--- config.mk ---
export PLATFORM = sky130hd
export DESIGN_NAME = touch_pad_jog_valve_qualifier
export DESIGN_NICKNAME = d
export VERILOG_FILES = /design/src/tpjv_pkg.sv /design/src/touch_pad_jog_valve_qualifier.sv
export SDC_FILE = /design/constraint.sdc
export NUM_CORES = 1
export LEC_CHECK = 0
export ABC_CLOCK_PERIOD_IN_PS = 3720
export BUFFER_PORTS_ARGS = -buffer_cell sky130_fd_sc_hd__buf_2
export CORE_MARGIN = 4
export CORE_UTILIZATION = 40
export CTS_CLUSTER_SIZE = 40
export DETAILED_ROUTE_END_ITERATION = 8
export GPL_TIMING_DRIVEN = 0
export PLACE_DENSITY = 0.63
export SYNTH_ARGS = -nofsm -noshare
export SYNTH_HDL_FRONTEND = slang
export SYNTH_SLANG_ARGS = --single-unit
--- constraint.sdc ---
create_clock -name i_clk -period 3.72 [get_ports i_clk]
set_clock_uncertainty 0.05 [all_clocks]
set_input_delay 0.372 -clock i_clk [delete_from_list [all_inputs] [get_ports i_clk]]
set_output_delay 0.372 -clock i_clk [all_outputs]
set_load 0.01 [all_outputs]
--- src/tpjv_pkg.sv ---
// Package for the touch pad and jog qualifier: pad indexes, register map,
// reset values and default sample width. No dependencies.
`default_nettype none

package tpjv_pkg;

    localparam int unsigned SAMPLE_BITS_DEF = 16;

    localparam int unsigned PAD_COUNT = 6;
    localparam int unsigned JOG_COUNT = 4;

    // pad order matches the counter store: four jog pads, then the valve pads
    localparam int unsigned PAD_LEFT  = 0;
    localparam int unsigned PAD_RIGHT = 1;
    localparam int unsigned PAD_UP    = 2;
    localparam int unsigned PAD_DOWN  = 3;
    localparam int unsigned PAD_CLOSE = 4;
    localparam int unsigned PAD_OPEN  = 5;

    localparam int unsigned READ_W  = 16;
    localparam int unsigned CNT_W   = 4;
    localparam int unsigned ADDR_W  = 3;
    localparam int unsigned DATA_W  = 32;

    localparam logic [READ_W-1:0] THRESHOLD_RST = 16'd20;
    localparam logic [CNT_W-1:0]  HOLD_RST      = 4'd10;
    localparam logic [CNT_W-1:0]  CNT_MAX       = 4'd15;

    typedef enum logic {
        REG_PRESS_THRESHOLD = 1'b0,
        REG_HOLD_COUNT      = 1'b1
    } t_reg_idx;

    typedef logic [CNT_W-1:0] t_cnt;

endpackage

`default_nettype wire

--- src/touch_pad_jog_valve_qualifier.sv ---
// Touch pad and jog qualifier top level: input register, qualification
// logic and result register, with an APB-style register port. Uses tpjv_pkg.
//
// One scan word is accepted per clock cycle: the scan is captured in an input
// register, then the six pad compares and counter updates run in one pass into
// the result register. The throughput of one word per cycle is set by that
// single-pass update of the counter state; both stages stall only when the
// result register is full and not taken.
// Readings keep their low SAMPLE_BITS bits. Write configuration only while idle.
`default_nettype none

module touch_pad_jog_valve_qualifier #(
    parameter int unsigned SAMPLE_BITS = tpjv_pkg::SAMPLE_BITS_DEF
) (
    input  wire logic                         i_clk,
    input  wire logic                         i_rst_n,

    input  wire logic                         psel,
    input  wire logic                         penable,
    input  wire logic                         pwrite,
    input  wire logic [tpjv_pkg::ADDR_W-1:0]  paddr,
    input  wire logic [tpjv_pkg::DATA_W-1:0]  pwdata,
    output      logic [tpjv_pkg::DATA_W-1:0]  prdata,
    output      logic                         pready,

    input  wire logic                         i_in_valid,
    output      logic                         o_in_ready,
    input  wire logic [tpjv_pkg::READ_W-1:0]  i_touch_left,
    input  wire logic [tpjv_pkg::READ_W-1:0]  i_touch_right,
    input  wire logic [tpjv_pkg::READ_W-1:0]  i_touch_up,
    input  wire logic [tpjv_pkg::READ_W-1:0]  i_touch_down,
    input  wire logic [tpjv_pkg::READ_W-1:0]  i_touch_close,
    input  wire logic [tpjv_pkg::READ_W-1:0]  i_touch_open,
    input  wire logic                         i_jog_left,
    input  wire logic                         i_jog_right,
    input  wire logic                         i_jog_up,
    input  wire logic                         i_jog_down,

    output      logic                         o_out_valid,
    input  wire logic                         i_out_ready,
    output      logic                         o_step_left,
    output      logic                         o_step_right,
    output      logic                         o_step_up,
    output      logic                         o_step_down,
    output      logic                         o_valve_open
);
    import tpjv_pkg::*;

    // configuration
    logic [READ_W-1:0] r_threshold;
    t_cnt              r_hold;
    t_reg_idx          w_idx;
    logic              w_wr;

    // input stage
    logic                   r_s1_valid;
    logic [SAMPLE_BITS-1:0] r_touch [PAD_COUNT];
    logic [JOG_COUNT-1:0]   r_jog;

    // state
    t_cnt r_cnt [PAD_COUNT];
    logic r_valve;

    // result stage
    logic                 r_out_valid;
    logic [JOG_COUNT-1:0] r_step;
    logic                 r_out_valve;

    logic                 w_adv;
    logic                 w_load;
    t_cnt                 n_cnt [PAD_COUNT];
    logic [PAD_COUNT-1:0] w_act;
    logic                 n_valve;

    assign pready = 1'b1;
    assign w_idx  = t_reg_idx'(paddr[2]);
    assign w_wr   = psel && penable && pwrite;

    always_comb begin
        unique case (w_idx)
            REG_PRESS_THRESHOLD: prdata = DATA_W'(r_threshold);
            REG_HOLD_COUNT:      prdata = DATA_W'(r_hold);
            default:             prdata = '0;
        endcase
    end

    always_ff @(posedge i_clk) begin
        if (!i_rst_n) begin
            r_threshold <= THRESHOLD_RST;
            r_hold      <= HOLD_RST;
        end else if (w_wr) begin
            unique case (w_idx)
                REG_PRESS_THRESHOLD: r_threshold <= pwdata[READ_W-1:0];
                REG_HOLD_COUNT:      r_hold      <= pwdata[CNT_W-1:0];
                default:             ;
            endcase
        end
    end

    // advance the result stage when it is empty or being taken
    assign w_adv      = !r_out_valid || i_out_ready;
    assign w_load     = r_s1_valid && w_adv;
    assign o_in_ready = !r_s1_valid || w_adv;

    always_ff @(posedge i_clk) begin
        if (!i_rst_n) begin
            r_s1_valid <= 1'b0;
        end else if (o_in_ready) begin
            r_s1_valid <= i_in_valid;
        end
    end

    always_ff @(posedge i_clk) begin
        if (i_in_valid && o_in_ready) begin
            r_touch[PAD_LEFT]  <= i_touch_left[SAMPLE_BITS-1:0];
            r_touch[PAD_RIGHT] <= i_touch_right[SAMPLE_BITS-1:0];
            r_touch[PAD_UP]    <= i_touch_up[SAMPLE_BITS-1:0];
            r_touch[PAD_DOWN]  <= i_touch_down[SAMPLE_BITS-1:0];
            r_touch[PAD_CLOSE] <= i_touch_close[SAMPLE_BITS-1:0];
            r_touch[PAD_OPEN]  <= i_touch_open[SAMPLE_BITS-1:0];
            r_jog <= {i_jog_down, i_jog_up, i_jog_right, i_jog_left};
        end
    end

    always_comb begin
        logic [READ_W-1:0]    v;
        logic                 jog;
        logic                 pressed;
        logic [PAD_COUNT-1:0] jog_all;
        // valve pads have no jog flag
        jog_all = PAD_COUNT'(r_jog);
        for (int i = 0; i < PAD_COUNT; i++) begin
            v       = READ_W'(r_touch[i]);
            jog     = jog_all[i];
            pressed = (v < r_threshold) || jog;
            w_act[i] = 1'b0;
            n_cnt[i] = r_cnt[i];
            if (pressed) begin
                if ((r_cnt[i] > r_hold) || jog) begin
                    w_act[i] = 1'b1;
                end else if (r_cnt[i] != CNT_MAX) begin
                    n_cnt[i] = r_cnt[i] + t_cnt'(1);
                end
            end else begin
                n_cnt[i] = '0;
            end
        end
        // close wins over open
        n_valve = r_valve;
        if (w_act[PAD_OPEN]) begin
            n_valve = 1'b1;
        end
        if (w_act[PAD_CLOSE]) begin
            n_valve = 1'b0;
        end
    end

    always_ff @(posedge i_clk) begin
        if (!i_rst_n) begin
            for (int i = 0; i < PAD_COUNT; i++) begin
                r_cnt[i] <= '0;
            end
            r_valve <= 1'b0;
        end else if (w_load) begin
            for (int i = 0; i < PAD_COUNT; i++) begin
                r_cnt[i] <= n_cnt[i];
            end
            r_valve <= n_valve;
        end
    end

    always_ff @(posedge i_clk) begin
        if (!i_rst_n) begin
            r_out_valid <= 1'b0;
        end else if (w_adv) begin
            r_out_valid <= r_s1_valid;
        end
    end

    always_ff @(posedge i_clk) begin
        if (w_load) begin
            r_step      <= w_act[JOG_COUNT-1:0];
            r_out_valve <= n_valve;
        end
    end

    assign o_out_valid  = r_out_valid;
    assign o_step_left  = r_step[PAD_LEFT];
    assign o_step_right = r_step[PAD_RIGHT];
    assign o_step_up    = r_step[PAD_UP];
    assign o_step_down  = r_step[PAD_DOWN];
    assign o_valve_open = r_out_valve;

endmodule

`default_nettype wire

# ---- Word-level counts from Yosys, hierarchy flattened
# Memories as Yosys holds them, arrays and structs flattened.
# Cells that the tools add are included.
dict set report word_totals {
  ff_bits 32
  latchBits 0
  ram_bits 120
  rom_bits 0
  output_inout_bits 40
  word_cells 103
  n_memories 2
}
# name depth width rd rd_clocked_by_memory_dff write_ports line_no
set mem_list {}
lappend mem_list {r_touch 6 16 6 0 6 touch_pad_jog_valve_qualifier.sv:57} ;# logic [SAMPLE_BITS-1:0] r_touch [PAD_COUNT];
lappend mem_list {r_cnt 6 4 6 0 6 touch_pad_jog_valve_qualifier.sv:61} ;# t_cnt r_cnt [PAD_COUNT];
dict set report op_classes {
  add_sub_neg 6
  mul 0
  div_mod_pow 0
  order_cmp 12
  eq_ne 6
  shift 0
  mux 41
  bitwise_logic 7
  reduce_logical 18
}
# operator count
set ops {}
lappend ops {{< comparator 16 bit} 6}
lappend ops {{two-way mux 4 bit} 24}
lappend ops {{one-hot mux 32 bit (2 select lines)} 1}
lappend ops {{adder 4 x 1 -> 4 bit (second input constant)} 6}
lappend ops {{greater-than comparator 4 bit} 6}
lappend ops {{inequality test 4 bit (second input constant)} 6}
lappend ops {{two-way mux 1 bit} 16}
lappend ops {{logical OR 1 bit} 10}
lappend ops {{OR 1 bit} 6}
lappend ops {{logical AND 1 bit} 4}
lappend ops {{AND reduction 2 bit} 2}
lappend ops {{logical NOT 1 bit} 2}
lappend ops {{inverter 1 bit} 1}

# ---- Longest topological paths before layout
# Gate-level depths: netlist of run 1.
dict set report depth {
  word_depth 7
  depth_mapped 7
  mapped_depth_nobuf 7
}

# ---- Worst setup path before layout of run 1
# No wires, ideal clock.
dict set report synth_timing {
  path_type {register to register}
  from {register r_out_valid, in the netlist o_out_valid}
  to {register r_jog[0], enable pin}
  arrival_ns 2.959
  required_ns 3.199
  path_slack_ns 0.240
  path_stages_with_launch 4
  n_path_buf 0
  path_cell_list {dfxtp_1 > nor2b_1 > nand2_1 > and2_1}
}
dict set report synth_via {
  elab_chain_cells 4
}
# element line_no
set synth_lines {}
lappend synth_lines {{start, declared} touch_pad_jog_valve_qualifier.sv:65} ;# logic r_out_valid;
lappend synth_lines {{start signal, assigned} touch_pad_jog_valve_qualifier.sv:176} ;# r_out_valid <= r_s1_valid;
lappend synth_lines {{logical NOT 1 bit} touch_pad_jog_valve_qualifier.sv:101} ;# assign w_adv = !r_out_valid || i_out_ready;
lappend synth_lines {{logical OR 1 bit} touch_pad_jog_valve_qualifier.sv:101}
lappend synth_lines {{logical OR 1 bit} touch_pad_jog_valve_qualifier.sv:103} ;# assign o_in_ready = !r_s1_valid || w_adv;
lappend synth_lines {{net o_in_ready} touch_pad_jog_valve_qualifier.sv:27} ;# output logic o_in_ready,
lappend synth_lines {{logical AND 1 bit} touch_pad_jog_valve_qualifier.sv:114} ;# if (i_in_valid && o_in_ready) begin
lappend synth_lines {{end signal, assigned} touch_pad_jog_valve_qualifier.sv:121} ;# r_jog <= {i_jog_down, i_jog_up, i_jog_right, i_jog_left};
lappend synth_lines {{end, declared} touch_pad_jog_valve_qualifier.sv:58} ;# logic [JOG_COUNT-1:0] r_jog;
# The timed path passes the listed nets, and every way through them passes these cells.
# A chain may end at the register's enable or synchronous reset.

==> results.json, run 1 <==
{
  "status": "finished, final reports clean",
  "synthMostInstantiatedCell": "edfxtp_1",
  "min_path_cells": 1,
  "fp.dieW_um": 150,
  "wl_um": 19300,
  "ys.flop_type": "edfxtp_1",
  "cp.arrival_ns": 3.21,
  "gr-usage-met3": 0.0430,
  "post_drt_wl_per_cell_um": 17.1,
  "max_freq_ghz": 0.314,
  "grt_util_met2": 0.296,
  "io_pins": 182,
  "avgSynthCellArea_um2": 12.0,
  "hold_path.class": "in2reg",
  "hold_viol": 0,
  "ys_warn_count": 0,
  "gp_congestion": 0.810,
  "final_area_mm2": 0.00974,
  "min_period_ns": 3.19,
  "final.setup.tns_ns": 0,
  "clock_latency_ns": 0.42,
  "place_area_mm2": 0.00918,
  "final-setup-viol-count": 0,
  "drc": 0,
  "cts_tree": "done",
  "hp-start": "i_touch_down[0]",
  "coreArea_mm2": 0.0196,
  "avgViaCountPerCell": 5.04,
  "synth_edf_count": 129,
  "yosys-top-cells-count": "129 x edfxtp_1, 120 x ha_1, 57 x nand2_1",
  "cts_setup_buffers": 0,
  "power_mw": 4.07,
  "nFillCells": 1766,
  "seq_area_frac_synth": 0.540,
  "port_buffers": 146,
  "syn_inst": 667,
  "grt_pass1_wl_um": 29600,
  "cts.clk_slew.worst_paths_ns": 0.07,
  "holdPathEnd": "r_touch[3][0]",
  "grtUsageTotal": 0.177,
  "postLayoutCoreUtil": 0.497,
  "reg2regPathDepth": 7,
  "drt_iter0_drc": 260,
  "syn_area_mm2": 0.00803,
  "grt_max_degree": 74,
  "dpl_worst_slack_ns": 0.559,
  "syn_to_final_growth_pct": 21.3,
  "setup_slack_ns": 0.531,
  "rr_startpoint": "r_threshold[15]",
  "crit_required_ns": 3.74,
  "maxSlewViolCount": 0,
  "relSlewSlack": 0.200,
  "ir_drop_uv": 328,
  "num_vias": 5691,
  "dp_hpwl_um": 14800,
  "holdBufCountCts": 0,
  "synth_top_area_frac": 0.482,
  "drv_cap": 0,
  "htreeDepth": 4,
  "rrSetupSlack_ns": 0.53,
  "r2r-end": "r_cnt[0][0]",
  "synth_area_leaders": "edfxtp_1 48%, ha_1 19%, dfxtp_1 5.7%",
  "use_met1": 0.217,
  "gr-total-overflow": 0,
  "root_buffer": "clkbuf_16",
  "worst_slew_pin_slew_ns": 1.17,
  "antenna_found_initial": 5,
  "postRouteAntennaNets": 0,
  "criticalPathCategory": "reg2reg",
  "synth-seq-cells": 152,
  "synthArstFlopShare": 0,
  "netlist.top_cell.by_area": "edfxtp_1",
  "p_leak_nw": 4.04,
  "cts_buffer_depth": 2,
  "rsz0062_at_grt": "false",
  "grt_pass1_vias": 5653,
  "grt.busiest_layer": "met2",
  "fp.dieH_um": 150,
  "start_util": 0.410,
  "fp-row-count": 51,
  "finalCritPeriodShare": 0.857,
  "dieArea_mm2": 0.0224,
  "firstDrtPassIters": 4,
  "cp_max_fo": 7,
  "numClockSinks": 152,
  "final_nets": 1110,
  "yosysUniqueCellTypes": 53,
  "post_cts_resized": 0,
  "numCtsBuffers": 17,
  "post_route_cells_drive_above_1_share": 0.229,
  "worst_setup_path_start_kind": "flip-flop",
  "worstSetupEndpointType": "flip-flop",
  "p_per_area_mw_per_mm2": 417
}
## critical path, cell delays in order (launching register included)
cell and delay [ns]:
dfxtp_1 0.33, inv_1 0.19, ha_1 0.39, nand4_1 0.14, or3_1 0.46, or4_1 0.62, and3b_1 0.23, a31oi_1 0.41
## state kept, by name, summed over array words and instances, names as in the netlist
signal        count
o_out_valid       1
o_valve_open      1
r_cnt            24
r_hold            4
r_jog             4
r_s1_valid        1
r_step            4
r_threshold      16
r_touch          96
r_valve           1
## layout make-up
class	instances	area (µm²)	area share
clock inverter	14	125	0.0128
sequential	152	4330	0.445
multi-input combinational	473	3480	0.357
timing repair buffer	147	758	0.0778
buffer	25	158	0.0162
antenna	3	7.51	0.000771
clock buffer	18	429	0.0441
inverter	32	120	0.0123
tap	265	332	0.0340
## kinds of logic after synthesis
group                    count (synthesis)  synth area share
AO/OA/AOI/OAI                          121             0.100
AND/OR/NAND/NOR                        198             0.118
flip-flops                             152             0.540
other                                    2          0.000935
adder cells (fa/ha/maj)                120             0.187
multiplexers                             5           0.00639
buffers and inverters                   57            0.0346
XOR/XNOR                                12            0.0131
## layout by cell type, fill, tap and decap left out, types with 4 or more instances in the layout
cell type,netlist,layout
a2111oi_0,6,6
a211oi_1,6,6
a21boi_1,14,14
a21oi_1,35,35
a31oi_1,9,9
and2_1,5,4
and3_1,4,4
and4_1,4,4
buf_2,0,146
buf_4,17,17
clkbuf_1,8,9
clkbuf_16,0,17
clkinvlp_4,0,5
conb_1,2,17
dfxtp_1,23,23
edfxtp_1,129,129
ha_1,120,120
inv_1,32,32
mux2i_1,4,4
nand2_1,57,57
nand2b_1,6,6
nand3_1,17,17
nand4_1,16,16
nor2_1,50,50
nor2b_1,9,9
nor3_1,19,19
o211ai_1,5,5
o21ai_0,17,17
xnor2_1,6,6
xor2_1,6,6
## worst max path at each step
stage	start	to	slack, ns
global route	r_threshold[13]	r_cnt[0][0]	0.38
detailed placement	r_threshold[14]	r_cnt[2][0]	0.56
global placement	i_out_ready	r_touch[4][13]	-0.74
CTS	r_threshold[15]	r_cnt[0][0]	0.53
finish	r_threshold[15]	r_cnt[0][0]	0.53
floorplan	o_out_valid	r_jog[0]	0.24
## through the flow
step	instances	hold slack, ns
6_report	1129	0.0704
5_1_grt	1129	0.0480
4_1_cts	1126	0.0535
3_5_place_dp	1094	0.397
3_3_place_gp	1093	0.391
2_1_floorplan	682	0.385
## routing by layer
layer,up-vias,share of wire
met5,-,0.0010
met3,45,0.048
met2,161,0.48
li1,2850,-
met1,2631,0.44
met4,4,0.035
## power by group
group | total [mW] | internal [mW] | switching (mW)
clock | 1.63 | 0.922 | 0.710
sequential | 2.00 | 1.95 | 0.0464
combinational | 0.435 | 0.194 | 0.241
No activity file was read; power rests on OpenSTA's default activity.
==> run 2: changes to the inputs <==
- CORE_ASPECT_RATIO: not set -> 2
- CORE_MARGIN: 4 -> 3
==> run 2 against run 1 <==
Against the previous run:
- power increased by 1.6%
- register-to-register slack got worse by 0.13 ns
- wire length up 1.8%
- highest routed layer is now met4
- global-route usage is 0.68 points higher
- die area is 2.2% lower
- final cell count fell by 0.62%
==> results.json, run 2 (synthesis results as in run 1) <==
{
  "gp_congestion": 0.835,
  "layout_common_cells": "146 x buf_2, 129 x edfxtp_1, 120 x ha_1, 57 x nand2_1, 50 x nor2_1",
  "final_nets": 1112,
  "root_buffer": "clkbuf_16",
  "post_cts_resized": 0,
  "maxSlewViolCount": 0,
  "grt_pass1_vias": 5771,
  "crit_required_ns": 3.73,
  "fp.dieH_um": 206,
  "criticalPathCategory": "reg2reg",
  "dpl_worst_slack_ns": 0.339,
  "postRouteAntennaNets": 0,
  "cts_tree": "done",
  "io_pins": 182,
  "largest_register": "r_touch",
  "final_area_mm2": 0.00978,
  "max_freq_ghz": 0.302,
  "cp_max_fo": 7,
  "gr-total-overflow": 0,
  "fp.dieW_um": 106,
  "cts.clk_slew.worst_paths_ns": 0.07,
  "place_area_mm2": 0.00918,
  "drt_iter0_drc": 231,
  "holdBufCountCts": 0,
  "rsz0062_at_grt": "false",
  "whs_ns": 0.0652,
  "numClockSinks": 152,
  "wl_um": 19700,
  "worstSetupEndpointType": "flip-flop",
  "ir_drop_uv": 261,
  "htreeDepth": 4,
  "start_util": 0.411,
  "power_mw": 4.13,
  "largest_reg_flops": 96,
  "min_period_ns": 3.31,
  "num_vias": 5737,
  "grtUsageTotal": 0.184,
  "worst_slew_pin_slew_ns": 0.853,
  "port_buffers": 146,
  "p_leak_nw": 4.08,
  "worst_setup_path_start_kind": "flip-flop",
  "p_per_area_mw_per_mm2": 423,
  "hold_viol": 0,
  "coreArea_mm2": 0.0195,
  "finalCritPeriodShare": 0.891,
  "final.setup.tns_ns": 0,
  "drc": 0,
  "mostFrequentLayoutCell": "buf_2",
  "diodes": 0,
  "firstDrtPassIters": 5,
  "setup_slack_ns": 0.405,
  "status": "finished, final reports clean",
  "dp_cells": 1089,
  "grt_max_degree": 68,
  "cts_buffer_depth": 2,
  "grt_pass1_wl_um": 29800,
  "cp.arrival_ns": 3.32,
  "avgViaCountPerCell": 5.11,
  "stdcell_count": 1122,
  "largestRegisters": "r_touch x96, r_cnt x24, r_threshold x16",
  "post_drt_wl_per_cell_um": 17.5,
  "drv_cap": 0,
  "fp-row-count": 72,
  "cts_setup_buffers": 0,
  "syn_to_final_growth_pct": 21.7,
  "numCtsBuffers": 17,
  "post_route_cells_drive_above_1_share": 0.231,
  "postLayoutCoreUtil": 0.500,
  "antenna_found_initial": 0,
  "dieArea_mm2": 0.0219,
  "clock_latency_ns": 0.43,
  "hold_path.class": "in2reg",
  "relSlewSlack": 0.428,
  "final-setup-viol-count": 0,
  "dp_hpwl_um": 15100,
  "nFillCells": 1793
}
## run 2: critical path, cell delays in order (launching register included)
cell and delay (ns):
dfxtp_1 0.33, inv_1 0.21, ha_1 0.40, nand4_1 0.15
or3_1 0.46, or4_1 0.64, and3b_1 0.24, a31oi_1 0.46
## run 2: power breakdown
| group | switching [mW] | internal, mW |
|---|---|---|
| Clock | 0.679 | 1.01 |
| Sequential | 0.0480 | 1.95 |
| Combinational | 0.245 | 0.197 |
## run 2: worst paths after layout
kind                                      start               to  slack, ns  depth (start not counted)
worst max-delay path            r_threshold[15]      r_cnt[0][3]       0.41                          7
worst min register to register  r_threshold[11]  r_threshold[11]       0.40                          2
worst max register to register  r_threshold[15]      r_cnt[0][3]       0.41                          7
worst min-delay path                 i_jog_left         r_jog[0]       0.07                          1
## run 2: area by class of cell
cell class                 instances  area [µm²]  share of cell area
timing repair buffer             149         773              0.0791
buffer                            25         158              0.0161
inverter                          32         120              0.0123
sequential                       152        4330               0.443
multi-input combinational        473        3480               0.356
clock buffer                      24         536              0.0548
tap                              259         324              0.0331
clock inverter                     8        52.6             0.00538
## run 2: routing by layer
metal / track usage / routed length [µm]
met5: 0 / 0
met4: 0.112 / 951
met3: 0.0338 / 960
met2: 0.328 / 10200
met1: 0.199 / 7520
==> run 3: changes to the inputs <==
--- a/config.mk
+++ b/config.mk
@@ -15,4 +15,5 @@
 export GPL_TIMING_DRIVEN = 0
 export PLACE_DENSITY = 0.63
+export SKIP_CTS_REPAIR_TIMING = 1
 export SYNTH_ARGS = -nofsm -noshare
 export SYNTH_HDL_FRONTEND = slang
==> constraint.sdc (replaced) <==
create_clock -name i_clk -period 3.72 [get_ports i_clk]
set_clock_uncertainty 0.05 [all_clocks]
set_input_delay 0.93 -clock i_clk [delete_from_list [all_inputs] [get_ports i_clk]]
set_output_delay 0.93 -clock i_clk [all_outputs]
set_load 0.01 [all_outputs]
==> run 3 against run 2 <==
Against the previous run:
- core utilization fell by 0.13 points
- die area is the same
- first-iteration DRC count rose by 31%
- final cell count barely moved
- sequential power hardly changed
- clock-buffer cell count rose by 3
- highest routed layer unchanged
- critical endpoint is now r_cnt[0][0]
==> results.json, run 3 (synthesis results as in run 1) <==
{
  "htreeDepth": 4,
  "ir_drop_uv": 413,
  "largest_reg_flops": 96,
  "cts_tree": "done",
  "final_nets": 1110,
  "root_buffer": "clkbuf_16",
  "hold_viol": 0,
  "io_pins": 182,
  "stdcell_count": 1121,
  "drv_cap": 0,
  "grt_pass1_vias": 5811,
  "post_route_cells_drive_above_1_share": 0.228,
  "layout_common_cells": "146 x buf_2, 129 x edfxtp_1, 120 x ha_1, 57 x nand2_1, 50 x nor2_1",
  "avgViaCountPerCell": 5.05,
  "p_per_area_mw_per_mm2": 421,
  "grt_max_degree": 68,
  "hold_path.class": "reg2reg",
  "antenna_found_initial": 1,
  "drt_iter0_drc": 302,
  "dp_cells": 1088,
  "worst_setup_path_start_kind": "flip-flop",
  "clock_latency_ns": 0.43,
  "rsz0062_at_grt": "false",
  "min_path_cells": 2,
  "reg2regPathDepth": 7,
  "coreArea_mm2": 0.0195,
  "syn_to_final_growth_pct": 21.4,
  "final.setup.tns_ns": 0,
  "criticalPathCategory": "reg2reg",
  "gr-total-overflow": 0,
  "max_freq_ghz": 0.310,
  "relSlewSlack": 0.210,
  "largestRegisters": "r_touch x96, r_cnt x24, r_threshold x16",
  "fp-row-count": 72,
  "gp_congestion": 0.850,
  "crit_required_ns": 3.75,
  "worst_slew_pin_slew_ns": 1.16,
  "cts_buffer_depth": 2,
  "num_vias": 5659,
  "worstSetupEndpointType": "flip-flop",
  "numCtsBuffers": 17,
  "post_drt_wl_per_cell_um": 17.6,
  "port_buffers": 146,
  "maxSlewViolCount": 0,
  "dp_hpwl_um": 15100,
  "postRouteAntennaNets": 0,
  "finalCritPeriodShare": 0.868,
  "final-setup-viol-count": 0,
  "grt_pass1_wl_um": 29900,
  "fp.dieW_um": 106,
  "cp.arrival_ns": 3.26,
  "numClockSinks": 152,
  "drc": 0,
  "largest_register": "r_touch",
  "dieArea_mm2": 0.0219,
  "mostFrequentLayoutCell": "buf_2",
  "min_period_ns": 3.23,
  "fp.dieH_um": 206,
  "p_leak_nw": 4.07,
  "cp_max_fo": 7,
  "grtUsageTotal": 0.183,
  "start_util": 0.411,
  "cts.clk_slew.worst_paths_ns": 0.06,
  "wl_um": 19700,
  "firstDrtPassIters": 4,
  "status": "finished, final reports clean"
}
-- run 3: area by class of cell --
cell class              count  area, µm²
fillers                  1802       9800
flip-flops and latches    152       4330
multi-input cells         473       3480
repair buffers            147        758
clock buffers              27        544
well taps                 259        324
plain buffers              25        158
inverters                  32        120
clock inverters             5       31.3
diodes                      1       2.50
-- run 3: per-stage QoR --
| step | instance area (µm²) | hold slack, ns | util | worst slack [ns] | total power, mW |
|---|---|---|---|---|---|
| after global routing | 9750 | 0.413 | 0.499 | 0.303 | 4.28 |
| after global placement | 9140 | 0.391 | 0.468 | 0.278 | 2.46 |
| after CTS | 9750 | 0.403 | 0.499 | 0.396 | 4.14 |
| final | 9750 | 0.399 | 0.499 | 0.490 | 4.10 |
| after detailed placement | 9170 | 0.396 | 0.469 | 0.430 | 2.48 |
| after floorplan | 8090 | 0.385 | - | 0.860 | 2.29 |
-- run 3: per-layer routing --
layer,track usage,up-vias,share of wire
met5,0,-,0
met4,0.0880,0,0.031
met3,0.0356,23,0.055
met2,0.338,176,0.53
met1,0.198,2622,0.39
li1,-,2838,-
-- run 3: report_power, final --
group | internal (mW) | switching, mW | leakage (nW)
Clock | 1.00 | 0.664 | 0.290
Combinational | 0.195 | 0.242 | 2.32
Sequential | 1.95 | 0.0471 | 1.46
-- run 3: worst max-delay path: stages (launching register included) --
cell	delay, ns
dfxtp_1	0.33
inv_1	0.22
ha_1	0.39
nand4_1	0.14
or3_1	0.46
or4_1	0.65
and3b_1	0.24
a31oi_1	0.40
-- run 3: path summary, 6_finish.rpt --
check | startpoint | to | slack (ns)
worst min register to register | r_threshold[11] | r_threshold[11] | 0.40
worst max register to register | r_threshold[14] | r_cnt[0][0] | 0.49
worst max-delay path | r_threshold[14] | r_cnt[0][0] | 0.49
worst min-delay path | r_threshold[11] | r_threshold[11] | 0.40
